File: src/sv/fbcd_pkg.sv
package fbcd_pkg;

    localparam int SLOT_W   = 12;
    localparam int SUM_W    = 8;
    localparam int CSUM_W   = 2 * SUM_W;
    localparam int Q_DEPTH  = 4;
    localparam int Q_PTR_W  = $clog2(Q_DEPTH);
    localparam int Q_CNT_W  = $clog2(Q_DEPTH + 1);

    localparam logic [SUM_W-1:0] SUM_INIT = 8'hFF;
    localparam logic [SUM_W:0]   SUM_MOD  = 9'd255;

    localparam logic FUNC_CHECKSUM = 1'b0;
    localparam logic FUNC_CLEAR    = 1'b1;
    localparam logic TABLE_TILE    = 1'b0;
    localparam logic TABLE_WATER   = 1'b1;

    typedef struct packed {
        logic              func;
        logic              table_sel;
        logic [SLOT_W-1:0] block_slot;
        logic              block_present;
        logic [7:0]        data_byte;
        logic              last_byte;
    } t_in;

    typedef struct packed {
        logic              changed;
        logic [CSUM_W-1:0] checksum;
        logic [SLOT_W-1:0] slot_echo;
        logic              table_echo;
    } t_out;

    // One queue entry: a finished block or a clear request
    typedef struct packed {
        logic              is_clear;
        logic              table_sel;
        logic [SLOT_W-1:0] block_slot;
        logic [CSUM_W-1:0] checksum;
    } t_cmd;

    typedef struct packed {
        logic full;
        logic not_empty;
    } t_q_status;

endpackage

File: src/sv/fbcd_fifo.sv
module fbcd_fifo
    import fbcd_pkg::*;
(
    input  logic      i_clk,
    input  logic      i_rst_n,
    input  logic      i_push,
    input  t_cmd      i_push_data,
    input  logic      i_pop,
    output t_cmd      o_head,
    output t_q_status o_status
);

    t_cmd               r_mem [Q_DEPTH];
    logic [Q_PTR_W-1:0] r_wr_ptr;
    logic [Q_PTR_W-1:0] r_rd_ptr;
    logic [Q_CNT_W-1:0] r_count;

    assign o_head             = r_mem[r_rd_ptr];
    assign o_status.full      = (r_count == Q_CNT_W'(Q_DEPTH));
    assign o_status.not_empty = (r_count != '0);

    always_ff @(posedge i_clk) begin
        if (i_push) begin
            r_mem[r_wr_ptr] <= i_push_data;
        end
    end

    always_ff @(posedge i_clk) begin
        if (!i_rst_n) begin
            r_wr_ptr <= '0;
            r_rd_ptr <= '0;
            r_count  <= '0;
        end else begin
            if (i_push) begin
                r_wr_ptr <= r_wr_ptr + 1'b1;
            end
            if (i_pop) begin
                r_rd_ptr <= r_rd_ptr + 1'b1;
            end
            if (i_push && !i_pop) begin
                r_count <= r_count + 1'b1;
            end else if (!i_push && i_pop) begin
                r_count <= r_count - 1'b1;
            end
        end
    end

endmodule

File: config.mk
export PLATFORM = sky130hd
export DESIGN_NAME = fbcd_fifo
export DESIGN_NICKNAME = d
export VERILOG_FILES = /design/src/sv/fbcd_pkg.sv /design/src/sv/fbcd_fifo.sv
export SDC_FILE = /design/constraint.sdc
export NUM_CORES = 1
export LEC_CHECK = 0
export ABC_AREA = 1
export BUFFER_PORTS_ARGS = -buffer_cell sky130_fd_sc_hd__buf_2
export CAP_MARGIN = 0
export CORE_ASPECT_RATIO = 1.1
export CORE_MARGIN = 1.5
export CORE_UTILIZATION = 57
export CTS_CLUSTER_DIAMETER = 80
export DETAILED_ROUTE_END_ITERATION = 7
export GPL_TIMING_DRIVEN = 0
export MAX_ROUTING_LAYER = met4
export PLACE_DENSITY = 0.8
export SLEW_MARGIN = 20
export SYNTH_ARGS = -nofsm -noshare
export SYNTH_HDL_FRONTEND = slang
export SYNTH_SLANG_ARGS = --single-unit
File: constraint.sdc
create_clock -name i_clk -period 2.33 [get_ports i_clk]
set_clock_uncertainty 0.05 [all_clocks]
set_input_delay 0 -clock i_clk [delete_from_list [all_inputs] [get_ports i_clk]]
set_output_delay 0 -clock i_clk [all_outputs]
set_load 0.02 [all_outputs]
==> summary.md <==
| Metric | Value |
|---|---|
| Syn avg cell area | `14.1 µm²` |
| Nets@finish | `507` |
| Crit start category | `flop` |
| Max VDD drop | `0.635 mV` |
| HPWL after detailed placement | `5380 µm` |
| Clk_lat worst skew | `0.52 ns` |
| Worst hold margin | `0.181 ns` |
| GRT overflow | `0` |
| CTS Sinks | `129` |
| Power, Total | `5.79 mW` |
| Die Wd | `91.8 µm` |
| Power per cell area | `918 mW/mm²` |
| Outcome | `finished clean` |
| Synth cell types | `18` |
| Crit-path max FO | `10` |
| Post-synth net total | `390` |
| Min Tclk post-route | `1.75 ns` |
| Seq cells post-synth | `129` |
| Buffer depth of the longest clock path | `2` |
| # H-tree levels | `4` |
| DR WL/cell | `16.8 µm` |
| Via-per-instance ratio | `5.55` |
| Antenna cell count | `0` |
| Lkg Pwr | `2.35 nW` |
| GRT Total Usage | `23.2%` |
| Iteration-0 DRC count of the detailed router | `197` |
| Mapped Cells | `350` |
| WP data required | `2.28 ns` |
| Reg clk slew, reported paths | `0.06 ns` |
| I/O pins | `66` |
| Placed Area | `0.00541 mm²` |
| Synth-to-layout area growth | `27.7%` |
| Initial antenna violation count | `0` |
| Core Rows | `35` |
| I/O Buffers | `65` |
| Fin. Hold Viols | `0` |
| Critical path type | `reg -> out` |
| First-pass GRT wire length | `15,200 µm` |
| Vias | `3,277` |
| Die Y | `101 µm` |
| CTS tree | `built` |
| Seq/Total Area, Yosys | `76.6%` |
| Final Non-Filler Cells | `590` |
| Vias in the first global route | `3,160` |
| # placed instances | `526` |
| Setup crit end kind | `output pin` |
| First-pass detailed-route iteration total | `6` |
| Max Slew Vio Count | `0` |
| Routed Antenna Nets | `0` |
| Clock root buffer | `clkbuf_8` |
| Routed wire length | `9940 µm` |
| Final Setup Violations | `0` |
| Total of max-cap violations | `0` |
| Synth warn | `0` |
| Max Fclk | `571 MHz` |
| Period utilisation layout | `75.2%` |
| Crit path DAT | `1.70 ns` |
| Max_slew headroom | `50.3%` |
| Pin count of the biggest net entering global routing | `31` |
| CTS resizes | `0` |
| Post-synthesis cell area | `0.00494 mm²` |
| DRC viols | `0` |
| Die area | `0.00924 mm²` |
| Initial core utilization | `58.8%` |
| Core box area | `0.00841 mm²` |
| GPL Wtd Cong | `0.767` |
| Reg2Reg Setup Slack | `0.68 ns` |
| Design Area, Final | `0.00631 mm²` |
| RSZ-0062 raised after global routing | `no` |
| Worst slew pin tran | `0.744 ns` |
| CTS Buf Count | `17` |
| Layout cells sized above 1 | `25.1%` |
| Class of the worst hold path | `in -> reg` |
| Setup TNS | `0 ns` |
-- where the power goes --
| part | internal, mW | switching [mW] | total (mW) |
|---|---|---|---|
| combinational | 0.222 | 0.392 | 0.614 |
| sequential | 2.64 | 0.0299 | 2.67 |
| clock | 1.53 | 0.976 | 2.50 |
| total | 4.39 | 1.40 | 5.79 |
-- per-layer routing --
| layer | wire length (µm) | GRT usage [%] | vias up |
|---|---|---|---|
| met5 | 0 | - | - |
| li1 | - | - | 1527 |
| met4 | 142 | 9.70 | 0 |
| met1 | 4100 | 28.1 | 1587 |
| met2 | 5020 | 37.5 | 145 |
| met3 | 675 | 5.88 | 18 |
-- worst max-delay path, stage by stage, from the launching register on --
cell,delay [ns]
dfxtp_1,0.37
buf_2,0.23
o21ai_0,0.12
o22ai_1,0.25
buf_2,0.22
-- layout by cell type (no fill, tap or decap) --
master	n
a21oi_1	4
buf_2	71
buf_4	3
buf_6	10
bufinv_16	2
clkbuf_16	16
clkbuf_8	1
clkinv_4	4
clkinvlp_4	5
dfxtp_1	9
dlygate4sd3_1	33
edfxtp_1	120
fa_1	1
ha_1	5
inv_1	12
inv_2	4
inv_6	3
inv_8	1
nand2_1	10
nand3_1	1
nand4_1	1
nor2_1	66
nor3_1	1
o21ai_0	36
o21ai_1	30
o22ai_1	30
-- flip-flops by register name (all words and copies together) (netlist names), named ones only --
| signal | flops |
|---|---|
| r_mem | 120 |
| r_wr_ptr | 2 |
| r_count | 3 |
| r_rd_ptr | 2 |
-- cells in the mapped netlist, drive strengths merged --
cell type	instances	area, µm²
o21ai	66	330
o22ai	30	188
edfxtp	120	3600
nand3	1	5.00
nor2	66	248
fa	1	20.0
dfxtp	9	180
nand2	10	37.5
inv	17	71.3
nor3	1	5.00
a21oi	4	20.0
ha	5	62.6
nand4	1	6.26
buf	19	165
-- stage by stage --
| step | util (%) | worst slack, ns |
|---|---|---|
| 2_1_floorplan | - | 0.711 |
| 3_3_place_gp | 64.3 | 0.217 |
| 3_5_place_dp | 64.3 | 0.675 |
| 5_1_grt | 75.0 | 0.457 |
| 4_1_cts | 75.0 | 0.556 |
| 6_report | 75.0 | 0.578 |
-- repair_timing --
action / 4_1_cts / 5_1_grt
hold buffers: 33 / 0
endpoints found under the hold margin: 129 / 0
endpoints found under the setup margin: 0 / 0
buffers inserted: 0 / 0
-- layout make-up --
class / count / area [µm²]
Sequential cell: 129 / 3780
Fill cell: 508 / 2100
Multi-Input combinational cell: 185 / 922
Timing Repair Buffer: 98 / 656
Clock buffer: 17 / 414
Buffer: 19 / 165
Clock inverter: 14 / 159
Tap cell: 111 / 139
Inverter: 17 / 71.3
-- cells by family after synthesis --
logic type / share of synthesized area (%)
flops: 76.6
compound gates: 10.9
simple gates: 6.10
buf+inv: 4.78
fa+ha+maj: 1.67
-- worst paths after layout --
kind / from / endpoint / depth (start not counted)
worst min-delay path: i_push_data[4] / r_mem[0][4] / 2
worst max register to register: r_wr_ptr[0] / r_mem[2][14] / 4
worst min register to register: r_rd_ptr[1] / r_rd_ptr[1] / 1
worst max-delay path: flop / o_head[17] / 4
(Power assumes the default switching activity.)
