**config.mk**
```make
export PLATFORM = sky130hd
export DESIGN_NAME = fbcd_front
export DESIGN_NICKNAME = d
export VERILOG_FILES = /design/src/sv/fbcd_pkg.sv /design/src/sv/fbcd_front.sv
export SDC_FILE = /design/constraint.sdc
export NUM_CORES = 1
export LEC_CHECK = 0
export BUFFER_PORTS_ARGS = -buffer_cell sky130_fd_sc_hd__buf_2
export CAP_MARGIN = 0
export CORE_ASPECT_RATIO = 1.2
export CORE_UTILIZATION = 35
export CTS_CLUSTER_DIAMETER = 120
export DETAILED_ROUTE_END_ITERATION = 8
export PLACE_DENSITY = 0.71
export SYNTH_ARGS = -nofsm -noshare
export SYNTH_HDL_FRONTEND = slang
export SYNTH_SLANG_ARGS = --single-unit
```
**constraint.sdc**
```tcl
create_clock -name i_clk -period 5.8 [get_ports i_clk]
set_input_delay 0.29 -clock i_clk [delete_from_list [all_inputs] [get_ports i_clk]]
set_output_delay 0.29 -clock i_clk [all_outputs]
set_load 0.01 [all_outputs]
```
**src/sv/fbcd_pkg.sv**
```systemverilog
package fbcd_pkg;

    localparam int SLOT_W   = 12;
    localparam int SUM_W    = 8;
    localparam int CSUM_W   = 2 * SUM_W;
    localparam int Q_DEPTH  = 4;
    localparam int Q_PTR_W  = $clog2(Q_DEPTH);
    localparam int Q_CNT_W  = $clog2(Q_DEPTH + 1);

    localparam logic [SUM_W-1:0] SUM_INIT = 8'hFF;
    localparam logic [SUM_W:0]   SUM_MOD  = 9'd255;

    localparam logic FUNC_CHECKSUM = 1'b0;
    localparam logic FUNC_CLEAR    = 1'b1;
    localparam logic TABLE_TILE    = 1'b0;
    localparam logic TABLE_WATER   = 1'b1;

    typedef struct packed {
        logic              func;
        logic              table_sel;
        logic [SLOT_W-1:0] block_slot;
        logic              block_present;
        logic [7:0]        data_byte;
        logic              last_byte;
    } t_in;

    typedef struct packed {
        logic              changed;
        logic [CSUM_W-1:0] checksum;
        logic [SLOT_W-1:0] slot_echo;
        logic              table_echo;
    } t_out;

    // One queue entry: a finished block or a clear request
    typedef struct packed {
        logic              is_clear;
        logic              table_sel;
        logic [SLOT_W-1:0] block_slot;
        logic [CSUM_W-1:0] checksum;
    } t_cmd;

    typedef struct packed {
        logic full;
        logic not_empty;
    } t_q_status;

endpackage

```
**src/sv/fbcd_front.sv**
```systemverilog
module fbcd_front
    import fbcd_pkg::*;
(
    input  logic      i_clk,
    input  logic      i_rst_n,
    input  logic      i_in_valid,
    output logic      o_in_ready,
    input  t_in       i_in_data,
    input  logic      i_init_busy,
    input  t_q_status i_q_status,
    output logic      o_push,
    output t_cmd      o_push_data
);

    logic [SUM_W-1:0] r_low;
    logic [SUM_W-1:0] r_high;
    logic [SUM_W:0]   s1;
    logic [SUM_W:0]   s2;
    logic             accept;
    logic             completes;

    assign o_in_ready = !i_q_status.full && !i_init_busy;
    assign accept     = i_in_valid && o_in_ready;
    // clear, absent block and last byte all end the running block
    assign completes  = (i_in_data.func == FUNC_CLEAR) || !i_in_data.block_present ||
                        i_in_data.last_byte;

    always_comb begin
        s1 = {1'b0, r_low} + {1'b0, i_in_data.data_byte};
        if (s1 > SUM_MOD) begin
            s1 = s1 - SUM_MOD;
        end
        s2 = {1'b0, r_high} + s1;
        if (s2 > SUM_MOD) begin
            s2 = s2 - SUM_MOD;
        end
    end

    assign o_push = accept && completes;

    always_comb begin
        o_push_data.is_clear   = (i_in_data.func == FUNC_CLEAR);
        o_push_data.table_sel  = i_in_data.table_sel;
        o_push_data.block_slot = i_in_data.block_slot;
        o_push_data.checksum   = i_in_data.block_present ?
                                 {s2[SUM_W-1:0], s1[SUM_W-1:0]} : '0;
    end

    always_ff @(posedge i_clk) begin
        if (!i_rst_n) begin
            r_low  <= SUM_INIT;
            r_high <= SUM_INIT;
        end else if (accept) begin
            if (completes) begin
                r_low  <= SUM_INIT;
                r_high <= SUM_INIT;
            end else begin
                r_low  <= s1[SUM_W-1:0];
                r_high <= s2[SUM_W-1:0];
            end
        end
    end

endmodule

```
==> results.cfg <==
[status]
status = finished, final reports clean

[layout]
diodes = 0
fin_nets = 384
stdcell_area_um2 = 2910
fillCellCount = 554
syn_to_final_growth_pct = 36.6
fin_cells = 412
layout_commonest_cell = buf_4
fin_util_pct = 50.3
final_cell_mix = 42 x buf_4, 34 x buf_2, 27 x nor2_1
drive_above_1_share_pct = 40.4

[placed_design]
dp_cells = 397
placement.cell_area_um2 = 2490
globalplace.congestion = 0.869
io_buffers = 34
dp_hpwl_mm = 4.21

[logic_synthesis]
synth_area_leaders = dfxtp_1 15%, ha_1 11%, nor2_1 5.1%
synth-main-ff-cell = dfxtp_1
yosysTopAreaCell = dfxtp_1
yosysWarnings = 0
synth_fa_ha_area_share_pct = 13.0
muxShareOfSynthArea_pct = 3.29
synth_edf_count = 0
post_synth_instance_area_um2 = 2130
yosys.area_share.simple_pct = 27.0
yosysSeqAreaShare_pct = 15.0
avgSynthCellArea_um2 = 7.75
synth_top_cell_area_share_pct = 15.0
synth-xor-area-share_pct = 8.98
synth-compound-area-share_pct = 23.7
synth.distinct_cells = 56
synth_nets = 326
ys_ff_latch = 16
synth_top_family_by_area = simple AND/OR/NAND/NOR gates
netlist_instances = 275
async_flop_share_pct = 0

[worst_setup_path]
path_buf_inv = 2
rr_startpoint = r_low[0]$_SDFFE_PN1P_
path_delay_family = simple AND/OR/NAND/NOR gates
cpMaxStageDelayCell = or4b_1
cp-end-kind = output port
cp-start-kind = flop
critPathRequiredTime_ps = 5510
path_max_fanout = 7
cp_cell_sequence = ha_4 -> fa_2 -> a21o_1 -> a221oi_2 -> xnor2_1 -> nand3_2 -> nor2_2 -> ha_2 -> nand4b_1 -> nor3_2 -> a21oi_2 -> xnor2_2 -> ha_2 -> inv_1 -> fa_2 -> nand2b_4 -> a21oi_4 -> xor2_2 -> and3_4 -> and3_4 -> a31oi_4 -> or4b_1 -> nand2_1 -> buf_2
crit_arrival_ps = 5480
slowest_delay_ps = 540
cp.depth = 24
rr_worst_depth = 25
endpoint = o_push_data[15]
critical_path_class = flop to output port
crit_path_start = r_low[0]$_SDFFE_PN1P_
reg2reg_to = r_high[4]$_SDFFE_PN1P_
reg2reg_slack_ps = 560

[route]
ant_nets = 0
drc = 0
vias_per_cell = 5.34
wire_per_inst_um = 14.5
first_pass_iters = 4
vias = 2201
drtIter0Drc = 75
drt-total-wl_mm = 5.96

[cts]
cts_tree = yes
clkSinkCount = 16
cts_hold_buffers = 0
cts_max_level = 1
root_buffer = clkbuf_8
cts_buffer_depth = 2
cts_buffers = 3
clkTransAtPathRegs_ps = 80
worstSkewPairLatency_ps = 260

[sta]
finalHoldViolCount = 0
skew_ps = 6.72
tightest_slew_ps = 1190
fmax_mhz = 173
relSlewSlack_pct = 20.2
finalCritPeriodShare_pct = 99.5
fin_crit_ps = 5770
hold_slack_ps = 259
rsz0062_at_grt = yes
setup_violations = 0
finalMaxSlewViolations = 0

[flow_run]
cap_violations = 0

[floorplanning]
die_x_um = 73.2
core-area_um2 = 5780
die_height_um = 87.5
num_rows = 30
start_util_pct = 36.9
dieArea_um2 = 6400
io_pins = 62

[power_and_ir_drop]
combPwrFrac_pct = 79.7
power_mw = 1.17
p_leak_nw = 1.19
ir_worst_vdd_mv = 0.313
switching_share_pct = 46.1
switchingPower_uw = 540
p_seq_share_pct = 11.2
powerDensity_nw_per_um2 = 402
intPower_uw = 631
pwr-share-clk_pct = 9.1

[global_route]
grt_overflow = 0
grt_start_max_net_pins = 24
grt_pass1_vias = 2082
grt.total_usage_pct = 18.2
grt_first_pass_wirelength_mm = 9.23
antenna_found_initial = 0

[hold_path]
min_path_type = input pin to flop
==> cells by family after synthesis <==
logic type               after synthesis
AO/OA/AOI/OAI                         66
XOR/XNOR                              21
adder cells (fa/ha/maj)               21
buffers and inverters                 35
flip-flops                            16
multiplexers                           7
AND/OR/NAND/NOR                      109
==> worst min path at each step <==
| stage | startpoint | end | slack (ps) | cells after the start |
|---|---|---|---|---|
| CTS | i_rst_n | r_low[6]$_SDFFE_PN1P_ | 260 | 2 |
| floorplan | i_rst_n | r_low[6]$_SDFFE_PN1P_ | 370 | 1 |
| finish | i_rst_n | r_low[6]$_SDFFE_PN1P_ | 260 | 2 |
| global route | i_rst_n | r_low[6]$_SDFFE_PN1P_ | 280 | 2 |
| detailed placement | r_low[0]$_SDFFE_PN1P_ | r_low[0]$_SDFFE_PN1P_ | 470 | 2 |
| global placement | r_low[0]$_SDFFE_PN1P_ | r_low[0]$_SDFFE_PN1P_ | 460 | 2 |
==> cells in the mapped netlist, drive strengths merged (3+ instances only) <==
cell / count
ha: 19
o21a: 4
a21oi: 15
nand2: 21
nand3: 8
buf: 17
nor2b: 7
and3: 5
dfxtp: 16
xnor2: 13
inv: 11
o31ai: 4
clkbuf: 7
a21o: 3
o21ai: 12
and2: 8
or3: 4
nor3: 12
a211oi: 5
o211ai: 6
nor4: 3
xor2: 8
mux2i: 7
nor2: 29
==> timing repair <==
action,in CTS,in global routing
endpoints found under the setup margin,8,8
setup buffers,4,7
hold endpoints to repair,0,0
gates resized for setup,14,41
pin swaps,5,27
==> sequential cells by signal, summed over array words and instances, names as in the netlist <==
| name | flops |
|---|---|
| r_high | 8 |
| r_low | 8 |
==> power groups by stage <==
stage                     registers (mW)  logic [mW]  clock network [mW]
after floorplan                    0.130       0.475                   0
after global placement             0.133       0.697                   0
after detailed placement           0.133       0.712                   0
after CTS                          0.130       0.757               0.107
after global routing               0.132        1.01               0.113
final                              0.131       0.933               0.107
==> metrics by stage <==
step | TNS (ps) | setup WS, ps
after global placement | 0 | 2.57
after detailed placement | -219 | -69.6
after global routing | -972 | -246
after CTS | 0 | 3.41
after floorplan | 0 | 70.8
final | 0 | 29.1
==> worst register-to-register path, delay by kind of cell, from the launching register on <==
kind / cells / cell delay [ps]
flip-flops: 1 / 340
buffers and inverters: 3 / 350
AO/OA/AOI/OAI: 5 / 980
AND/OR/NAND/NOR: 9 / 1580
XOR/XNOR: 3 / 550
adder cells (fa/ha/maj): 5 / 1330
==> area by class of cell <==
cell class | instances | area [um2] | share of cell area (%)
clock buffer | 4 | 55.1 | 1.89
sequential | 16 | 322 | 11.0
tap | 80 | 100 | 3.44
inverter | 11 | 41.3 | 1.42
multi-input combinational | 224 | 1900 | 65.1
timing repair buffer | 77 | 497 | 17.1
==> layer usage <==
| layer | vias to the layer above | wire length, um | GRT usage (%) |
|---|---|---|---|
| met2 | 39 | 3080 | 32.2 |
| li1 | 1097 | - | - |
| met3 | 12 | 214 | 2.20 |
| met4 | 0 | 123 | 6.60 |
| met1 | 1053 | 2540 | 22.2 |
| met5 | - | 0 | 0 |
(Power assumes the default switching activity.)
